$ cat config.mk
export PLATFORM = sky130hd
export DESIGN_NAME = goi_ctrl
export DESIGN_NICKNAME = d
export VERILOG_FILES = /design/src/rtl/goi_pkg.sv /design/src/rtl/goi_ctrl.sv
export SDC_FILE = /design/constraint.sdc
export NUM_CORES = 1
export LEC_CHECK = 0
export BUFFER_PORTS_ARGS = -buffer_cell sky130_fd_sc_hd__clkbuf_2
export CORE_MARGIN = 4
export CORE_UTILIZATION = 52
export CTS_CLUSTER_SIZE = 8
export DETAILED_ROUTE_END_ITERATION = 12
export GPL_TIMING_DRIVEN = 1
export PLACE_DENSITY = 0.8
export SETUP_SLACK_MARGIN = 0.4
export SYNTH_ARGS = -nofsm -noshare
export SYNTH_HDL_FRONTEND = slang
export SYNTH_SLANG_ARGS = --single-unit
$ cat constraint.sdc
create_clock -name i_clk -period 1.8 [get_ports i_clk]
set_input_delay 0.09 -clock i_clk [delete_from_list [all_inputs] [get_ports i_clk]]
set_output_delay 0.09 -clock i_clk [all_outputs]
set_load 0.05 [all_outputs]
$ cat src/rtl/goi_pkg.sv
// Shared types, constants and tables for the gyro orientation integrator.
package goi_pkg;

    localparam logic [31:0] TS_RESET    = 32'd4294967;
    localparam logic [31:0] INV_4PI_Q32 = 32'd341782638;
    localparam logic [31:0] TWO_PI_Q29  = 32'd3373259426;
    localparam logic [15:0] QP_NEG_MASK = 16'h428E;

    typedef enum logic [5:0] {
        ST_SQ_MUL, ST_SQ_ACC, ST_LEN_SQRT, ST_LEN_SAVE, ST_P_MUL, ST_P_CHK,
        ST_PH_MUL_H, ST_PH_SAVE_H, ST_PH_MUL_L, ST_PH_SAVE_L, ST_A_MUL, ST_A_SAVE,
        ST_X2_MUL, ST_X2_SAVE, ST_H_MUL, ST_H_DIV, ST_H_SAVE, ST_SN_MUL, ST_SN_SAVE,
        ST_CS_SAVE, ST_DV_MUL, ST_DV_DIV, ST_DV_SAVE, ST_QP_MUL, ST_QP_ACC,
        ST_QP_SAVE, ST_NQ_MUL, ST_NQ_ACC, ST_N_SQRT, ST_N_SAVE, ST_Q_DIV,
        ST_Q_SAVE, ST_Q_ZERO
    } t_step;

    typedef struct packed {
        logic       capture;
        logic       go;
        logic       out_load;
        t_step      step;
        logic [3:0] idx;
    } t_cmd;

    typedef struct packed {
        logic unit_done;
        logic prod_zero;
        logic root_zero;
    } t_stat;

    typedef struct packed {
        logic [1:0]  pre;
        logic [5:0]  post;
        logic [31:0] mult;
    } t_recip;

    // Taylor divisors as reciprocals, sine terms first, then cosine terms:
    // n / divisor = ((n >> pre) * mult) >> post, exact for n below 2^30
    function automatic t_recip horner_recip(input logic [3:0] idx);
        t_recip r;
        unique case (idx)
            4'd0:    r = '{2'd3, 6'd33, 32'd954437177};  // 72
            4'd1:    r = '{2'd1, 6'd34, 32'd818089009};  // 42
            4'd2:    r = '{2'd2, 6'd32, 32'd858993460};  // 20
            4'd3:    r = '{2'd1, 6'd31, 32'd715827883};  // 6
            4'd4:    r = '{2'd1, 6'd35, 32'd763549742};  // 90
            4'd5:    r = '{2'd3, 6'd32, 32'd613566757};  // 56
            4'd6:    r = '{2'd1, 6'd33, 32'd572662307};  // 30
            4'd7:    r = '{2'd2, 6'd31, 32'd715827883};  // 12
            default: r = '{2'd1, 6'd29, 32'd536870912};  // 2
        endcase
        return r;
    endfunction

    function automatic logic is_unit_step(input t_step s);
        return (s == ST_LEN_SQRT) || (s == ST_N_SQRT) ||
               (s == ST_DV_DIV) || (s == ST_Q_DIV);
    endfunction

    function automatic logic is_mul_step(input t_step s);
        return (s == ST_SQ_MUL) || (s == ST_P_MUL) || (s == ST_PH_MUL_H) ||
               (s == ST_PH_MUL_L) || (s == ST_A_MUL) || (s == ST_X2_MUL) ||
               (s == ST_H_MUL) || (s == ST_H_DIV) || (s == ST_SN_MUL) ||
               (s == ST_DV_MUL) || (s == ST_QP_MUL) || (s == ST_NQ_MUL);
    endfunction

    function automatic logic [31:0] mag32(input logic [31:0] v);
        return v[31] ? (~v + 32'd1) : v;
    endfunction

endpackage

$ cat src/rtl/goi_ctrl.sv
// Controller: sequences datapath steps and handles both stream handshakes.
module goi_ctrl
    import goi_pkg::*;
(
    input  logic  i_clk,
    input  logic  i_rst_n,
    input  logic  i_in_valid,
    output logic  o_in_ready,
    input  logic  i_func,
    output logic  o_out_valid,
    input  logic  i_out_ready,
    input  t_stat i_stat,
    output t_cmd  o_cmd
);
    typedef enum logic [1:0] {S_IDLE, S_EXEC, S_WAIT, S_OUT} t_state;

    t_state     r_state;
    t_step      r_step;
    logic [3:0] r_idx;
    logic       r_ovalid;

    t_step      n_step;
    logic [3:0] n_idx;
    logic       n_fin;
    logic       w_capture;
    logic       w_out_load;

    always_comb begin
        n_step = r_step;
        n_idx  = r_idx;
        n_fin  = 1'b0;
        unique case (r_step)
            ST_SQ_MUL: n_step = ST_SQ_ACC;
            ST_SQ_ACC: begin
                if (r_idx == 4'd2) begin
                    n_step = ST_LEN_SQRT;
                end else begin
                    n_step = ST_SQ_MUL;
                    n_idx  = r_idx + 4'd1;
                end
            end
            ST_LEN_SQRT:  n_step = ST_LEN_SAVE;
            ST_LEN_SAVE:  n_step = ST_P_MUL;
            ST_P_MUL:     n_step = ST_P_CHK;
            ST_P_CHK: begin
                if (i_stat.prod_zero) begin
                    n_fin = 1'b1;
                end else begin
                    n_step = ST_PH_MUL_H;
                end
            end
            ST_PH_MUL_H:  n_step = ST_PH_SAVE_H;
            ST_PH_SAVE_H: n_step = ST_PH_MUL_L;
            ST_PH_MUL_L:  n_step = ST_PH_SAVE_L;
            ST_PH_SAVE_L: n_step = ST_A_MUL;
            ST_A_MUL:     n_step = ST_A_SAVE;
            ST_A_SAVE:    n_step = ST_X2_MUL;
            ST_X2_MUL:    n_step = ST_X2_SAVE;
            ST_X2_SAVE: begin
                n_step = ST_H_MUL;
                n_idx  = 4'd0;
            end
            ST_H_MUL:     n_step = ST_H_DIV;
            ST_H_DIV:     n_step = ST_H_SAVE;
            ST_H_SAVE: begin
                if (r_idx == 4'd3) begin
                    n_step = ST_SN_MUL;
                end else if (r_idx == 4'd8) begin
                    n_step = ST_CS_SAVE;
                end else begin
                    n_step = ST_H_MUL;
                    n_idx  = r_idx + 4'd1;
                end
            end
            ST_SN_MUL:    n_step = ST_SN_SAVE;
            ST_SN_SAVE: begin
                n_step = ST_H_MUL;
                n_idx  = r_idx + 4'd1;
            end
            ST_CS_SAVE: begin
                n_step = ST_DV_MUL;
                n_idx  = 4'd0;
            end
            ST_DV_MUL:    n_step = ST_DV_DIV;
            ST_DV_DIV:    n_step = ST_DV_SAVE;
            ST_DV_SAVE: begin
                if (r_idx == 4'd2) begin
                    n_step = ST_QP_MUL;
                    n_idx  = 4'd0;
                end else begin
                    n_step = ST_DV_MUL;
                    n_idx  = r_idx + 4'd1;
                end
            end
            ST_QP_MUL:    n_step = ST_QP_ACC;
            ST_QP_ACC: begin
                if (r_idx[1:0] == 2'd3) begin
                    n_step = ST_QP_SAVE;
                end else begin
                    n_step = ST_QP_MUL;
                    n_idx  = r_idx + 4'd1;
                end
            end
            ST_QP_SAVE: begin
                if (r_idx == 4'd15) begin
                    n_step = ST_NQ_MUL;
                    n_idx  = 4'd0;
                end else begin
                    n_step = ST_QP_MUL;
                    n_idx  = r_idx + 4'd1;
                end
            end
            ST_NQ_MUL:    n_step = ST_NQ_ACC;
            ST_NQ_ACC: begin
                if (r_idx == 4'd3) begin
                    n_step = ST_N_SQRT;
                end else begin
                    n_step = ST_NQ_MUL;
                    n_idx  = r_idx + 4'd1;
                end
            end
            ST_N_SQRT:    n_step = ST_N_SAVE;
            ST_N_SAVE: begin
                n_idx = 4'd0;
                if (i_stat.root_zero) begin
                    n_step = ST_Q_ZERO;
                end else begin
                    n_step = ST_Q_DIV;
                end
            end
            ST_Q_DIV:     n_step = ST_Q_SAVE;
            ST_Q_SAVE: begin
                if (r_idx == 4'd3) begin
                    n_fin = 1'b1;
                end else begin
                    n_step = ST_Q_DIV;
                    n_idx  = r_idx + 4'd1;
                end
            end
            default:      n_fin = 1'b1;
        endcase
    end

    assign o_in_ready = (r_state == S_IDLE);
    assign w_capture  = i_in_valid && o_in_ready;
    assign w_out_load = (r_state == S_OUT) && (!r_ovalid || i_out_ready);

    always_ff @(posedge i_clk) begin
        if (!i_rst_n) begin
            r_state  <= S_IDLE;
            r_step   <= ST_SQ_MUL;
            r_idx    <= '0;
            r_ovalid <= 1'b0;
        end else begin
            if (w_out_load) begin
                r_ovalid <= 1'b1;
            end else if (i_out_ready) begin
                r_ovalid <= 1'b0;
            end
            unique case (r_state)
                S_IDLE: begin
                    if (w_capture) begin
                        r_step  <= ST_SQ_MUL;
                        r_idx   <= '0;
                        r_state <= i_func ? S_OUT : S_EXEC;
                    end
                end
                S_EXEC: begin
                    if (is_unit_step(r_step)) begin
                        r_state <= S_WAIT;
                    end else begin
                        r_step <= n_step;
                        r_idx  <= n_idx;
                        if (n_fin) begin
                            r_state <= S_OUT;
                        end
                    end
                end
                S_WAIT: begin
                    if (i_stat.unit_done) begin
                        r_step  <= n_step;
                        r_idx   <= n_idx;
                        r_state <= n_fin ? S_OUT : S_EXEC;
                    end
                end
                S_OUT: begin
                    if (w_out_load) begin
                        r_state <= S_IDLE;
                    end
                end
                default: r_state <= S_IDLE;
            endcase
        end
    end

    assign o_out_valid    = r_ovalid;
    assign o_cmd.capture  = w_capture;
    assign o_cmd.go       = (r_state == S_EXEC);
    assign o_cmd.out_load = w_out_load;
    assign o_cmd.step     = r_step;
    assign o_cmd.idx      = r_idx;
endmodule

==> impl_metrics.prom <==
# TYPE chip_impl_metric gauge
chip_impl_info{name="outcome",value="finished, violations left"} 1
chip_impl_info{name="violations",value="negative setup slack"} 1
chip_impl_metric{name="maxCapViolations",unit=""} 0
chip_impl_metric{name="n_fill_cell",unit=""} 130
chip_impl_info{name="slowest_stage",value="or4_1"} 1
chip_impl_metric{name="areaGrowthSynthToFinish",unit="%"} 56.9
chip_impl_metric{name="clk_path_buf_depth",unit=""} 2
chip_impl_metric{name="switching_power",unit="mW"} 1.41
chip_impl_metric{name="finalHoldViolCount",unit=""} 0
chip_impl_metric{name="min_period_over_period",unit=""} 1.23
chip_impl_metric{name="synth-seq-area-share",unit=""} 0.163
chip_impl_info{name="rsz0062_at_grt",value="true"} 1
chip_impl_info{name="r2r-start",value="r_idx[0]"} 1
chip_impl_metric{name="crit_cells",unit=""} 8
chip_impl_metric{name="worst_r2r_setup_slack",unit="ns"} -0.41
chip_impl_info{name="critPathTopFamily",value="compound AO/OA/AOI/OAI gates"} 1
chip_impl_metric{name="sequentialPowerShare",unit=""} 0.160
chip_impl_info{name="critical_path_class",value="reg -> reg"} 1
chip_impl_metric{name="setup_viol",unit=""} 12
chip_impl_metric{name="detailedRoute.firstPassIterationCount",unit=""} 9
chip_impl_metric{name="met3_wirelength",unit="um"} 1100
chip_impl_metric{name="ys_seq_elements",unit=""} 13
chip_impl_info{name="clock_tree_from_tritoncts",value="yes"} 1
chip_impl_metric{name="required",unit="ns"} 2.03
chip_impl_metric{name="synth-warning-count",unit=""} 0
chip_impl_metric{name="synth.avg_cell_area",unit="um2"} 7.26
chip_impl_metric{name="routed_wirelength",unit="um"} 8190
chip_impl_metric{name="number_of_antenna_violations_at_the_first_check_in_global_routing",unit=""} 0
chip_impl_metric{name="cts-buffers-inserted",unit=""} 3
chip_impl_info{name="cts.root.buffer_cell",value="clkbuf_4"} 1
chip_impl_metric{name="clk_latency",unit="ns"} 0.29
chip_impl_metric{name="internal-power",unit="mW"} 1.35
chip_impl_metric{name="remaining_drc_errors",unit=""} 0
chip_impl_metric{name="clock-sinks",unit=""} 13
chip_impl_info{name="timing.critical_path.cells",value="inv_2 > ha_1 > mux2i_2 > nor3_1 > or4_1 > a221oi_2 > a2111o_1 > a32o_1"} 1
chip_impl_metric{name="power_total",unit="mW"} 2.76
chip_impl_metric{name="power.density",unit="nW/um2"} 1100
chip_impl_info{name="synth_ff_type",value="dfxtp_1"} 1
chip_impl_metric{name="tns",unit="ns"} -3.58
chip_impl_metric{name="post-place-ws",unit="ns"} -0.293
chip_impl_metric{name="power.share.switching",unit=""} 0.510
chip_impl_info{name="worst_r2r_endpoint",value="r_step[3]"} 1
chip_impl_metric{name="mapped_area",unit="um2"} 1600
chip_impl_metric{name="grt_pass1_vias",unit=""} 2267
chip_impl_metric{name="residual_antenna_violating_net_count_after_detailed_routing",unit=""} 0
chip_impl_metric{name="htree_levels",unit=""} 1
chip_impl_metric{name="cellLeakagePower",unit="nW"} 1.05
chip_impl_metric{name="max_slew_margin",unit=""} 0.585
chip_impl_metric{name="critPathMaxStageDelay",unit="ns"} 0.47
chip_impl_metric{name="path_buf_inv",unit=""} 1
chip_impl_metric{name="power.share.clock",unit=""} 0.072
chip_impl_metric{name="grt_remaining_overflow",unit=""} 0
chip_impl_metric{name="grt_usage",unit=""} 0.380
chip_impl_metric{name="core_region_area",unit="um2"} 2850
chip_impl_metric{name="synth_enable_flop_cells",unit=""} 0
chip_impl_info{name="worstSetupEndpoint",value="r_step[3]"} 1
chip_impl_metric{name="detailedRoute.firstIterationViolations",unit=""} 489
chip_impl_info{name="cp-startpoint",value="r_idx[0]"} 1
chip_impl_metric{name="postSynth.asyncResetShare",unit=""} 0
chip_impl_metric{name="post_route_cells_drive_above_1_share",unit=""} 0.493
chip_impl_metric{name="finalWorstPathRequiredPeriod",unit="ns"} 2.21
chip_impl_metric{name="number_of_nets_produced_by_synthesis",unit=""} 235
chip_impl_metric{name="vias",unit=""} 2423
chip_impl_info{name="critPathCaptureType",value="flop"} 1
chip_impl_metric{name="placer_congestion_estimate",unit=""} 1.06
chip_impl_metric{name="antenna_cells_inserted",unit=""} 0
chip_impl_metric{name="reg2regPathDepth",unit=""} 8
chip_impl_info{name="worst_hold_class",value="in -> reg"} 1
chip_impl_metric{name="wl_met2",unit="um"} 3420
chip_impl_metric{name="placement.cell_area",unit="um2"} 2240
chip_impl_metric{name="wirelength_met1",unit="um"} 2760
chip_impl_metric{name="tightestPinTransition",unit="ns"} 0.616
chip_impl_metric{name="initial_utilization",unit=""} 0.560
chip_impl_metric{name="finalWorstSetupSlack",unit="ns"} -0.406
chip_impl_metric{name="rows",unit=""} 19
chip_impl_metric{name="top_level_ports",unit=""} 23
chip_impl_metric{name="route.detailed.wl_per_inst",unit="um"} 25.0
chip_impl_metric{name="grt_first_pass_wirelength",unit="um"} 12200
chip_impl_metric{name="dieArea",unit="um2"} 4020
chip_impl_metric{name="fmax",unit="MHz"} 453
chip_impl_metric{name="synthDistinctLibCells",unit=""} 62
chip_impl_metric{name="comb_power_share",unit=""} 0.768
chip_impl_metric{name="timing.final.max_slew_violations",unit=""} 0
chip_impl_info{name="top_signal_layer_used",value="met4"} 1
chip_impl_metric{name="routed_via_density",unit=""} 7.41
chip_impl_metric{name="detailedPlacementHpwl",unit="um"} 4650
chip_impl_metric{name="clk_pin_slew_worst_paths",unit="ns"} 0.09
chip_impl_metric{name="die_height",unit="um"} 63.4
chip_impl_metric{name="numPortBuffers",unit=""} 22
chip_impl_metric{name="cp_max_fo",unit=""} 3
chip_impl_metric{name="peak_supply_drop",unit="uV"} 1460
chip_impl_metric{name="cp.arrival",unit="ns"} 2.44
chip_impl_metric{name="horizontal_extent_of_the_die",unit="um"} 63.4
chip_impl_metric{name="finalClockSkew",unit="ns"} 0.00650
chip_impl_metric{name="post-route-cell-area",unit="um2"} 2510
chip_impl_metric{name="grt_start_max_net_pins",unit=""} 17
chip_impl_metric{name="synthesis.instances",unit=""} 220
chip_impl_info{name="cp-start-kind",value="flop"} 1
chip_impl_metric{name="nets",unit=""} 312
state kept, by name (all words and copies together), names as in the netlist:
| signal | count |
|---|---|
| o_out_valid | 1 |
| r_idx | 4 |
| r_state | 2 |
| r_step | 6 |
worst reg2reg max path, delay by kind of cell, from the launching register on:
family          cells  cell delay [ns]
mux                 1             0.23
fa+ha+maj           1             0.24
buf+inv             1             0.07
flops               1             0.39
simple gates        2             0.60
compound gates      3             0.62
placed cells by master, fill, tap and decap left out, types with 4 or more instances in the layout:
master,count
dfxtp_2,6
and2_1,5
clkbuf_2,18
nand2_1,20
buf_4,67
nor2_1,22
nand3_1,4
dfxtp_4,6
inv_1,6
clkbuf_4,4
and3_1,6
a21oi_1,13
ha_4,6
o21ai_0,7
a32o_1,6
inv_2,5
nand2b_1,7
nor2b_1,8
metrics by stage:
step                      instances   util  hold slack [ns]
after global placement          319  0.784            0.384
after CTS                       325  0.847            0.109
final                           327  0.879            0.184
after detailed placement        319  0.784            0.396
after global routing            327  0.879            0.177
after floorplan                 220      -            0.282
what timing repair did:
action                     in CTS  in global routing
pin swaps                       9                 12
resized for setup              32                 20
setup buffers                   2                  2
setup endpoints to repair      16                 16
hold buffers                    0                  0
routing by layer:
| metal | track usage | up-vias |
|---|---|---|
| met5 | 0 | - |
| met3 | 0.0693 | 103 |
| met1 | 0.470 | 1050 |
| met4 | 0.199 | 0 |
| met2 | 0.622 | 299 |
| li1 | - | 971 |
Yosys cell counts, types with 2 or more instances:
library cell  number  area share
nand2_1           20       0.047
a311o_1            2       0.013
mux2i_1            3       0.019
o2111ai_1          2       0.011
nor2_1            23       0.054
and2_1             5       0.020
o221ai_1           3       0.016
clkbuf_1           5       0.012
nand3_1            4       0.013
and3_1             6       0.023
o32ai_1            2       0.011
nand2b_1           7       0.027
buf_4              2      0.0094
ha_1               7       0.055
o211ai_1           3       0.014
nor2b_1            8       0.031
o31ai_1            3       0.014
buf_1              2      0.0047
o21ai_0           10       0.031
a221oi_1           2       0.011
inv_1             11       0.026
nor3_1             4       0.013
nor3b_1            2      0.0094
buf_6              3       0.021
or3_1              2      0.0078
a32o_1             6       0.038
o21bai_1           2      0.0094
nor4_1             4       0.016
dfxtp_1           13        0.16
buf_2              8       0.025
a21oi_1           14       0.044
a31oi_1            2      0.0078
cell type report:
class / instances / area (um2) / share of cell area
multi-input cells: 174 / 1410 / 0.562
repair buffers: 92 / 692 / 0.276
flip-flops and latches: 13 / 290 / 0.116
inverters: 13 / 51.3 / 0.0205
well taps: 31 / 38.8 / 0.0155
clock buffers: 4 / 26.3 / 0.0105
how the worst min path moves through the flow:
stage                     startpoint         end  cells after the start
final                         i_func  r_state[1]                      3
after global routing          i_func  r_state[1]                      3
after CTS                     i_func  r_state[1]                      3
after detailed placement      i_func  r_state[1]                      3
after global placement        i_func  r_state[1]                      3
after floorplan               i_func  r_state[1]                      2
power groups by stage:
stage | Combinational, mW | Clock (mW) | Sequential (mW)
6_report | 2.12 | 0.198 | 0.442
5_1_grt | 2.17 | 0.211 | 0.442
4_1_cts | 1.78 | 0.185 | 0.416
3_5_place_dp | 1.59 | 0 | 0.415
3_3_place_gp | 1.55 | 0 | 0.403
2_1_floorplan | 0.927 | 0 | 0.485
logic make-up (layout without fill, tap and decap cells):
kind of cell    after synthesis  after routing  share of synthesized area
compound gates               69             69                      0.329
fa+ha+maj                     7              7                     0.0548
buf+inv                      33            109                      0.103
flops                        13             13                      0.163
mux                           3              3                     0.0188
simple gates                 95             95                      0.332
Note: power is estimated with default switching activity, not from simulation.
